**src/bcfe_pkg.sv**
```systemverilog
// Package for the bit cell to flux interval encoder.
// Widths, register indexes, event codes and the accumulator command type.
// No dependencies.
package bcfe_pkg;

  localparam int INTERVAL_BITS = 32;
  localparam int TOTAL_BITS    = 48;

  localparam int CLK_W     = 27;
  localparam int VALUE_W   = 48;
  localparam int CFG_IDX_W = 1;
  localparam int CFG_W     = CLK_W;

  // remainder always stays below the divisor, so it fits the clock width
  localparam int REM_W = CLK_W;
  localparam int SUM_W = REM_W + 1;
  localparam int CNT_W = $clog2(SUM_W);

  // saturating interval add is done one bit wider than either operand
  localparam int ACC_W = ((INTERVAL_BITS > SUM_W) ? INTERVAL_BITS : SUM_W) + 1;

  localparam logic [CLK_W-1:0] DEST_CLOCK_RESET   = CLK_W'(24000000);
  localparam logic [CLK_W-1:0] SOURCE_CLOCK_RESET = CLK_W'(500000);

  localparam logic [CFG_IDX_W-1:0] CFG_DEST_CLOCK   = 1'b0;
  localparam logic [CFG_IDX_W-1:0] CFG_SOURCE_CLOCK = 1'b1;

  localparam logic EV_PULSE = 1'b0;
  localparam logic EV_INDEX = 1'b1;

  typedef struct packed {
    logic add_quot;
    logic take_pulse;
  } accum_cmd_t;

endpackage

```
**src/bcfe_stream_if.sv**
```systemverilog
// Stream interfaces for the encoder's input cells and output events.
// Depends on bcfe_pkg for the event value width.
interface bcfe_in_if;
  logic valid;
  logic ready;
  logic cell_bit;
  logic track_end;

  modport source (output valid, output cell_bit, output track_end, input ready);
  modport sink   (input valid, input cell_bit, input track_end, output ready);
endinterface

interface bcfe_out_if;
  logic                        valid;
  logic                        ready;
  logic                        event_kind;
  logic [bcfe_pkg::VALUE_W-1:0] event_value;
  logic                        last_of_run;

  modport source (output valid, output event_kind, output event_value,
                  output last_of_run, input ready);
  modport sink   (input valid, input event_kind, input event_value,
                  input last_of_run, output ready);
endinterface

```
**src/bit_cell_to_flux_interval_encoder.sv**
```systemverilog
// Bit cell to flux interval encoder, top level.
// Depends on bcfe_pkg, bcfe_stream_if, bcfe_divider and bcfe_accum.
//
//   channel  direction  handshake            payload
//   in_ch    sink       valid/ready          cell_bit, track_end
//   out_ch   source     valid/ready          event_kind, event_value, last_of_run
//   cfg      write      cfg_we               cfg_idx, cfg_data
//
// An accepted cell runs through the 28-step bit-serial divider in S_DIV;
// a cell that causes a pulse or index then issues it from S_PULSE, then
// S_INDEX, when the output is free, and one that causes none goes to S_IDLE.
// Reset (synchronous, rst_n low) clears the remainder, interval, total and
// restores the clock registers. A stalled output holds its event; the next
// cell is taken while the last event still waits.
module bit_cell_to_flux_interval_encoder (
  input  logic                           clk,
  input  logic                           rst_n,
  bcfe_in_if.sink                        in_ch,
  bcfe_out_if.source                     out_ch,
  input  logic                           cfg_we,
  input  logic [bcfe_pkg::CFG_IDX_W-1:0] cfg_idx,
  input  logic [bcfe_pkg::CFG_W-1:0]     cfg_data
);
  import bcfe_pkg::*;

  typedef enum logic [3:0] {
    S_IDLE  = 4'b0001,
    S_DIV   = 4'b0010,
    S_PULSE = 4'b0100,
    S_INDEX = 4'b1000
  } state_t;

  state_t state_r, state_nxt;

  logic [CLK_W-1:0] dest_r, dest_nxt;
  logic [CLK_W-1:0] source_r, source_nxt;
  logic [CLK_W-1:0] divisor;
  logic             bit_r, bit_nxt;
  logic             end_r, end_nxt;

  logic               out_valid_r, out_valid_nxt;
  logic               kind_r, kind_nxt;
  logic [VALUE_W-1:0] value_r, value_nxt;
  logic               last_r, last_nxt;
  logic               out_free;

  logic                     accept;
  logic                     div_done;
  logic [SUM_W-1:0]         quot;
  accum_cmd_t               cmd;
  logic [INTERVAL_BITS-1:0] interval;
  logic [TOTAL_BITS-1:0]    index_sum;

  assign in_ch.ready = (state_r == S_IDLE);
  assign accept      = in_ch.valid && in_ch.ready;
  assign out_free    = !out_valid_r || out_ch.ready;
  // zero source clock divides as one
  assign divisor     = (source_r == '0) ? CLK_W'(1) : source_r;

  bcfe_divider u_div (
    .clk        (clk),
    .rst_n      (rst_n),
    .start      (accept),
    .dest_clock (dest_r),
    .divisor    (divisor),
    .done       (div_done),
    .quot       (quot)
  );

  bcfe_accum u_acc (
    .clk       (clk),
    .rst_n     (rst_n),
    .cmd       (cmd),
    .quot      (quot),
    .interval  (interval),
    .index_sum (index_sum)
  );

  always_comb begin
    dest_nxt   = dest_r;
    source_nxt = source_r;
    if (cfg_we) begin
      case (cfg_idx)
        CFG_DEST_CLOCK:   dest_nxt   = cfg_data;
        CFG_SOURCE_CLOCK: source_nxt = cfg_data;
        default: ;
      endcase
    end
  end

  always_comb begin
    state_nxt      = state_r;
    bit_nxt        = bit_r;
    end_nxt        = end_r;
    cmd.add_quot   = 1'b0;
    cmd.take_pulse = 1'b0;
    kind_nxt       = kind_r;
    value_nxt      = value_r;
    last_nxt       = last_r;
    out_valid_nxt  = out_valid_r && !out_ch.ready;
    case (state_r)
      S_IDLE: begin
        if (accept) begin
          bit_nxt   = in_ch.cell_bit;
          end_nxt   = in_ch.track_end;
          state_nxt = S_DIV;
        end
      end
      S_DIV: begin
        if (div_done) begin
          cmd.add_quot = 1'b1;
          if (bit_r) begin
            state_nxt = S_PULSE;
          end else if (end_r) begin
            state_nxt = S_INDEX;
          end else begin
            state_nxt = S_IDLE;
          end
        end
      end
      S_PULSE: begin
        if (out_free) begin
          out_valid_nxt  = 1'b1;
          kind_nxt       = EV_PULSE;
          value_nxt      = VALUE_W'(interval);
          last_nxt       = !end_r;
          cmd.take_pulse = 1'b1;
          state_nxt      = end_r ? S_INDEX : S_IDLE;
        end
      end
      S_INDEX: begin
        if (out_free) begin
          out_valid_nxt = 1'b1;
          kind_nxt      = EV_INDEX;
          value_nxt     = VALUE_W'(index_sum);
          last_nxt      = 1'b1;
          state_nxt     = S_IDLE;
        end
      end
      default: state_nxt = S_IDLE;
    endcase
  end

  always_ff @(posedge clk) begin
    if (!rst_n) begin
      state_r     <= S_IDLE;
      dest_r      <= DEST_CLOCK_RESET;
      source_r    <= SOURCE_CLOCK_RESET;
      out_valid_r <= 1'b0;
    end else begin
      state_r     <= state_nxt;
      dest_r      <= dest_nxt;
      source_r    <= source_nxt;
      out_valid_r <= out_valid_nxt;
    end
  end

  always_ff @(posedge clk) begin
    bit_r   <= bit_nxt;
    end_r   <= end_nxt;
    kind_r  <= kind_nxt;
    value_r <= value_nxt;
    last_r  <= last_nxt;
  end

  assign out_ch.valid       = out_valid_r;
  assign out_ch.event_kind  = kind_r;
  assign out_ch.event_value = value_r;
  assign out_ch.last_of_run = last_r;

  a_done_in_div: assert property (@(posedge clk) disable iff (!rst_n)
    div_done |-> state_r == S_DIV)
    else $error("divider finished outside the divide state");

  a_no_overwrite: assert property (@(posedge clk) disable iff (!rst_n)
    (out_valid_r && !out_ch.ready && (state_r == S_PULSE || state_r == S_INDEX))
      |=> state_r == $past(state_r))
    else $error("event emitted over a pending transaction");

endmodule

```
**src/bcfe_divider.sv**
```systemverilog
// Bit-serial restoring divider: one quotient bit per cycle.
// Holds the phase remainder between cells. Depends on bcfe_pkg.
module bcfe_divider (
  input  logic                         clk,
  input  logic                         rst_n,
  input  logic                         start,
  input  logic [bcfe_pkg::CLK_W-1:0]   dest_clock,
  input  logic [bcfe_pkg::CLK_W-1:0]   divisor,
  output logic                         done,
  output logic [bcfe_pkg::SUM_W-1:0]   quot
);
  import bcfe_pkg::*;

  logic [SUM_W-1:0] dvd_r, dvd_nxt;
  logic [REM_W-1:0] rem_r, rem_nxt;
  logic [CNT_W-1:0] cnt_r, cnt_nxt;
  logic             busy_r, busy_nxt;
  logic             done_r, done_nxt;
  logic [SUM_W-1:0] trial;
  logic [REM_W-1:0] diff;
  logic             ge;

  assign trial = {rem_r, dvd_r[SUM_W-1]};
  assign ge    = trial >= {1'b0, divisor};
  // only the low bits survive when the trial clears the divisor
  assign diff  = trial[REM_W-1:0] - divisor;

  always_comb begin
    dvd_nxt  = dvd_r;
    rem_nxt  = rem_r;
    cnt_nxt  = cnt_r;
    busy_nxt = busy_r;
    done_nxt = 1'b0;
    if (start) begin
      // dividend is the kept remainder plus one cell's worth of flux ticks
      dvd_nxt  = {1'b0, rem_r} + {1'b0, dest_clock};
      rem_nxt  = '0;
      cnt_nxt  = CNT_W'(SUM_W - 1);
      busy_nxt = 1'b1;
    end else if (busy_r) begin
      rem_nxt = ge ? diff : trial[REM_W-1:0];
      // shift the dividend out and the quotient in
      dvd_nxt = {dvd_r[SUM_W-2:0], ge};
      cnt_nxt = cnt_r - CNT_W'(1);
      if (cnt_r == '0) begin
        busy_nxt = 1'b0;
        done_nxt = 1'b1;
      end
    end
  end

  always_ff @(posedge clk) begin
    if (!rst_n) begin
      rem_r  <= '0;
      cnt_r  <= '0;
      busy_r <= 1'b0;
      done_r <= 1'b0;
    end else begin
      rem_r  <= rem_nxt;
      cnt_r  <= cnt_nxt;
      busy_r <= busy_nxt;
      done_r <= done_nxt;
    end
  end

  always_ff @(posedge clk) begin
    dvd_r <= dvd_nxt;
  end

  assign done = done_r;
  assign quot = dvd_r;

  a_no_restart: assert property (@(posedge clk) disable iff (!rst_n)
    !(start && busy_r))
    else $error("divider started while busy");

  a_done_idle: assert property (@(posedge clk) disable iff (!rst_n)
    done_r |-> !busy_r)
    else $error("divider done while still busy");

endmodule

```
**src/bcfe_accum.sv**
```systemverilog
// Flux interval and elapsed total accumulator.
// Saturating interval add, total update on a pulse. Depends on bcfe_pkg.
module bcfe_accum (
  input  logic                               clk,
  input  logic                               rst_n,
  input  bcfe_pkg::accum_cmd_t               cmd,
  input  logic [bcfe_pkg::SUM_W-1:0]         quot,
  output logic [bcfe_pkg::INTERVAL_BITS-1:0] interval,
  output logic [bcfe_pkg::TOTAL_BITS-1:0]    index_sum
);
  import bcfe_pkg::*;

  localparam logic [INTERVAL_BITS-1:0] IMASK = '1;

  logic [INTERVAL_BITS-1:0] interval_r, interval_nxt;
  logic [TOTAL_BITS-1:0]    total_r, total_nxt;
  logic [ACC_W-1:0]         acc_sum;

  assign acc_sum   = ACC_W'(interval_r) + ACC_W'(quot);
  assign index_sum = total_r + TOTAL_BITS'(interval_r);

  always_comb begin
    interval_nxt = interval_r;
    total_nxt    = total_r;
    if (cmd.add_quot) begin
      // clamp at all ones
      interval_nxt = (acc_sum >= ACC_W'(IMASK)) ? IMASK : acc_sum[INTERVAL_BITS-1:0];
    end else if (cmd.take_pulse) begin
      total_nxt    = index_sum;
      interval_nxt = '0;
    end
  end

  always_ff @(posedge clk) begin
    if (!rst_n) begin
      interval_r <= '0;
      total_r    <= '0;
    end else begin
      interval_r <= interval_nxt;
      total_r    <= total_nxt;
    end
  end

  assign interval = interval_r;

  a_cmd_excl: assert property (@(posedge clk) disable iff (!rst_n)
    !(cmd.add_quot && cmd.take_pulse))
    else $error("add and pulse commands together");

  a_pulse_clears: assert property (@(posedge clk) disable iff (!rst_n)
    cmd.take_pulse |=> interval_r == '0)
    else $error("interval not cleared after pulse");

endmodule

```
**src/flat_wrapper.sv**
```systemverilog
// flat-port wrapper written by rule: the top's interface ports become plain ports
module bit_cell_to_flux_interval_encoder_flat import bcfe_pkg::*;
  (clk, rst_n, cfg_we, cfg_idx, cfg_data, in_ch_valid, in_ch_cell_bit, in_ch_track_end, in_ch_ready, out_ch_valid, out_ch_event_kind, out_ch_event_value, out_ch_last_of_run, out_ch_ready);
  bcfe_in_if in_ch_i ();
  bcfe_out_if out_ch_i ();
  input  logic clk;
  input  logic rst_n;
  input  logic cfg_we;
  input  logic [bcfe_pkg::CFG_IDX_W-1:0] cfg_idx;
  input  logic [bcfe_pkg::CFG_W-1:0] cfg_data;
  input wire logic [$bits(in_ch_i.valid)-1:0] in_ch_valid;
  input wire logic [$bits(in_ch_i.cell_bit)-1:0] in_ch_cell_bit;
  input wire logic [$bits(in_ch_i.track_end)-1:0] in_ch_track_end;
  output wire logic [$bits(in_ch_i.ready)-1:0] in_ch_ready;
  output wire logic [$bits(out_ch_i.valid)-1:0] out_ch_valid;
  output wire logic [$bits(out_ch_i.event_kind)-1:0] out_ch_event_kind;
  output wire logic [$bits(out_ch_i.event_value)-1:0] out_ch_event_value;
  output wire logic [$bits(out_ch_i.last_of_run)-1:0] out_ch_last_of_run;
  input wire logic [$bits(out_ch_i.ready)-1:0] out_ch_ready;
  assign in_ch_i.valid = in_ch_valid;
  assign in_ch_i.cell_bit = in_ch_cell_bit;
  assign in_ch_i.track_end = in_ch_track_end;
  assign in_ch_ready = in_ch_i.ready;
  assign out_ch_valid = out_ch_i.valid;
  assign out_ch_event_kind = out_ch_i.event_kind;
  assign out_ch_event_value = out_ch_i.event_value;
  assign out_ch_last_of_run = out_ch_i.last_of_run;
  assign out_ch_i.ready = out_ch_ready;
  bit_cell_to_flux_interval_encoder u_core (.clk(clk), .rst_n(rst_n), .in_ch(in_ch_i), .out_ch(out_ch_i), .cfg_we(cfg_we), .cfg_idx(cfg_idx), .cfg_data(cfg_data));
endmodule
```
**config.mk**
```make
export PLATFORM = sky130hd
export DESIGN_NAME = bit_cell_to_flux_interval_encoder_flat
export DESIGN_NICKNAME = d
export VERILOG_FILES = /design/src/bcfe_pkg.sv /design/src/bcfe_stream_if.sv /design/src/bit_cell_to_flux_interval_encoder.sv /design/src/bcfe_divider.sv /design/src/bcfe_accum.sv /design/src/flat_wrapper.sv
export SDC_FILE = /design/constraint.sdc
export NUM_CORES = 1
export LEC_CHECK = 0
export BUFFER_PORTS_ARGS = -buffer_cell sky130_fd_sc_hd__buf_2
export CORE_MARGIN = 2
export CORE_UTILIZATION = 40
export DETAILED_ROUTE_END_ITERATION = 10
export PLACE_DENSITY_LB_ADDON = 0.2
export SYNTH_ARGS = -nofsm -noshare
export SYNTH_HDL_FRONTEND = slang
export SYNTH_HIERARCHICAL = 1
export SYNTH_SLANG_ARGS = --single-unit
```
**constraint.sdc**
```tcl
create_clock -name clk -period 8.2 [get_ports clk]
set_input_delay 0.82 -clock clk [delete_from_list [all_inputs] [get_ports clk]]
set_output_delay 0.82 -clock clk [all_outputs]
set_load 0.01 [all_outputs]
```
==> results.yml <==
status:
  status: "finished, final reports clean"
die:
  rows: 74
  dieWidth_um: 206
  io_pins: 87
  dieArea_mm2: 0.0425
  fp.coreArea_mm2: 0.0406
  fp.dieH_um: 206
  start_util_pct: 40.3
clock_network:
  numClockSinks: 253
  cts_buffers: 34
  post-cts-setup-buffers: 0
  clk_path_buf_depth: 3
  htreeDepth: 2
  clk_root_buffer_cell: "clkbuf_16"
  cts.clk_slew.worst_paths_ns: 0.05
  clkLatencyLatePin_ns: 0.55
  cts_resized: 0
  cts_hold_buf: 0
  tritoncts: "yes"
setup_path:
  crit_type: "reg -> reg"
  critPathBufInv: 0
  arrival_ns: 4.42
  r2r-start: "u_core/source_r[1]"
  path_cells: "nor4_1 > nand4_1 > o21bai_1 > ha_1 > fa_1 > nor2b_1 > o2111ai_1 > nand3_1 > a41oi_1 > o31ai_1 > a211o_1 > a211oi_1 > a211oi_1"
  end_kind: "flip-flop"
  worst_setup_path_start_kind: "flip-flop"
  crit_start: "u_core/source_r[1]"
  cp_slowest_cell: "nor4_1"
  cp_slowest_stage_delay_ns: 0.73
  cp_top_family: "compound AO/OA/AOI/OAI gates"
  worstPathRequired_ns: 8.59
  cp_max_fo: 5
  crit_top_cell: "a211oi_1"
global_route:
  gr-usage-all-layers_pct: 19.7
  grt_remaining_overflow: 0
  grt_first_pass_wirelength_mm: 67.5
  grt_max_degree: 74
  first_global_vias: 12900
  antenna_found_initial: 0
timing:
  tns_ns: 0
  min_period_ns: 4.04
  max_freq_mhz: 248
  setup_viol: 0
  fin_worst_skew_ns: 0.0221
  whs_ns: 0.459
  rsz0062_at_grt: "false"
  max-slew-margin-rel_pct: 20.6
  hold_violations: 0
  fin_crit_sh_pct: 49.2
  worst_slew_pin_slew_ns: 1.19
  slew_viol_final: 0
run:
  cap_violations: 0
logic_synthesis:
  ys_types: 91
  syn_area_mm2: 0.0164
  yosysSeqAreaShare_pct: 35.9
  ys_seq_elements: 253
  synth-edff-count: 80
  synth_nets: 2025
  postSynth.asyncResetShare_pct: 0
  avgSynthCellArea_um2: 8.75
  synth_flop_cell: "dfxtp_1"
  yosys_warnings: 6
  synthCells: 1870
detailed_routing:
  dr_total_vias: 13400
  wl_met1_mm: 20.2
  wl_met2_mm: 18.1
  highest_layer: "met4"
  route.met3.wl_mm: 1.64
  wl_mm: 40.8
  drt_pre_antenna_iters: 7
  via_per_inst: 5.45
  dr.first_iter.drc_count: 720
  remaining_drc_errors: 0
  avgRoutedWirePerCell_um: 16.6
  antenna_left: 0
placed_design:
  dp_hpwl_mm: 29.9
  placed_area_mm2: 0.0171
  dp.cells: 2390
  place.gp.congestion: 0.907
  portBuffers: 86
worst_hold_path:
  hp-class: "reg -> reg"
  hp-start: "u_core/u_acc/total_r[9]"
power:
  p_sw_share_pct: 29.5
  p_sw_mw: 1.07
  power_mw: 3.61
  power_density_mw_per_mm2: 198
  p_clk_share_pct: 41.3
  intPower_mw: 2.55
  power_leakage_nw: 7.69
  vdd_drop_max_uv: 159
  seqPwrFrac_pct: 39.9
  p_comb_share_pct: 18.8
final_layout:
  fin_cells: 2452
  fin_nets: 2049
  final_area_mm2: 0.0182
  drive_above_1_share_pct: 12.6
  area.growth.synth_to_final_pct: 11.4
  n_antenna_cell: 0
==> cell usage in the layout (no fill, tap or decap), types with 54 or more instances in the layout <==
| master | synthesis | final |
|---|---|---|
| nand2b_1 | 54 | 54 |
| edfxtp_1 | 80 | 80 |
| dfxtp_1 | 173 | 173 |
| nor2_1 | 70 | 70 |
| ha_1 | 116 | 116 |
| buf_2 | 9 | 86 |
| nand2_1 | 277 | 277 |
| o21ai_0 | 65 | 65 |
| a21o_1 | 62 | 62 |
| inv_1 | 68 | 67 |
| a21oi_1 | 132 | 132 |
==> per-stage QoR <==
stage               setup WS [ns]  util, %
floorplan                    5.09        -
global placement             4.25     42.0
detailed placement           4.23     42.0
CTS                          4.20     44.8
global route                 3.86     44.8
finish                       4.16     44.8
==> synthesized netlist by cell type, types with 52 or more instances <==
library cell | count | share of area, %
a21oi_1 | 132 | 4.0
nand2b_1 | 54 | 2.1
clkbuf_1 | 91 | 2.1
ha_1 | 116 | 8.9
dfxtp_1 | 173 | 21
xnor2_1 | 52 | 2.8
edfxtp_1 | 80 | 15
inv_1 | 68 | 1.6
a21o_1 | 62 | 2.8
o21ai_0 | 65 | 2.0
nand2_1 | 277 | 6.4
nor2_1 | 70 | 1.6
==> per-layer routing <==
metal	up-vias	global-route usage, %
li1	6847	-
met2	219	31.3
met4	0	5.38
met1	6257	27.4
met5	-	0
met3	51	3.44
==> worst register-to-register path, stage by stage, from the launching register on <==
cell       delay (ns)
dfxtp_1          0.36
nor4_1           0.74
nand4_1          0.28
o21bai_1         0.25
ha_1             0.21
fa_1             0.22
nor2b_1          0.07
o2111ai_1        0.22
nand3_1          0.16
a41oi_1          0.62
o31ai_1          0.17
a211o_1          0.32
a211oi_1         0.20
a211oi_1         0.07
==> power by group through the flow <==
stage	clock [mW]	combinational, mW	sequential (mW)
2_1_floorplan	0	0.538	1.44
3_3_place_gp	0	0.669	1.47
3_5_place_dp	0	0.672	1.47
4_1_cts	1.53	0.678	1.44
5_1_grt	1.58	0.767	1.45
6_report	1.49	0.680	1.44
==> logic make-up (layout without fill, tap and decap cells) <==
| logic type | after synthesis | count (layout) | share of synthesized area (%) |
|---|---|---|---|
| and+or+nand+nor | 626 | 626 | 18.7 |
| AOI/OAI and AO/OA | 529 | 529 | 22.2 |
| DFF | 253 | 253 | 35.9 |
| buffers and inverters | 183 | 233 | 4.54 |
| adders and majority gates | 120 | 120 | 9.36 |
| xor gates and xnor gates | 103 | 103 | 5.51 |
| muxes | 56 | 56 | 3.79 |
==> sequential cells by signal (all words and copies together) (netlist names) <==
name and count:
u_core/out_ch.last_of_run 1, u_core/out_ch.event_value 48, u_core/bit_r 1, u_core/u_div/busy_r 1, u_core/u_div/rem_r 27, u_core/out_ch.valid 1
u_core/u_div/cnt_r 5, u_core/end_r 1, u_core/state_r 4, u_core/u_acc/interval 32, u_core/out_ch.event_kind 1, u_core/u_acc/total_r 48
u_core/source_r 27, u_core/u_div/done 1, u_core/u_div/quot 28, u_core/dest_r 27
==> final cells by class <==
type / instances / area (um2)
fill: 3948 / 22400
tap: 532 / 666
sequential: 253 / 5870
timing repair buffer: 100 / 536
clock buffer: 45 / 933
clock inverter: 17 / 196
inverter: 71 / 267
multi-input combinational: 1434 / 9760
==> worst paths after layout <==
path         depth (start not counted)  slack [ns]                 endpoint
max reg2reg                         13        4.16   u_core/u_div/rem_r[26]
min reg2reg                          2        0.46  u_core/u_acc/total_r[9]
max                                 13        4.16   u_core/u_div/rem_r[26]
min                                  2        0.46  u_core/u_acc/total_r[9]
Note: power is estimated with default switching activity, not from simulation.
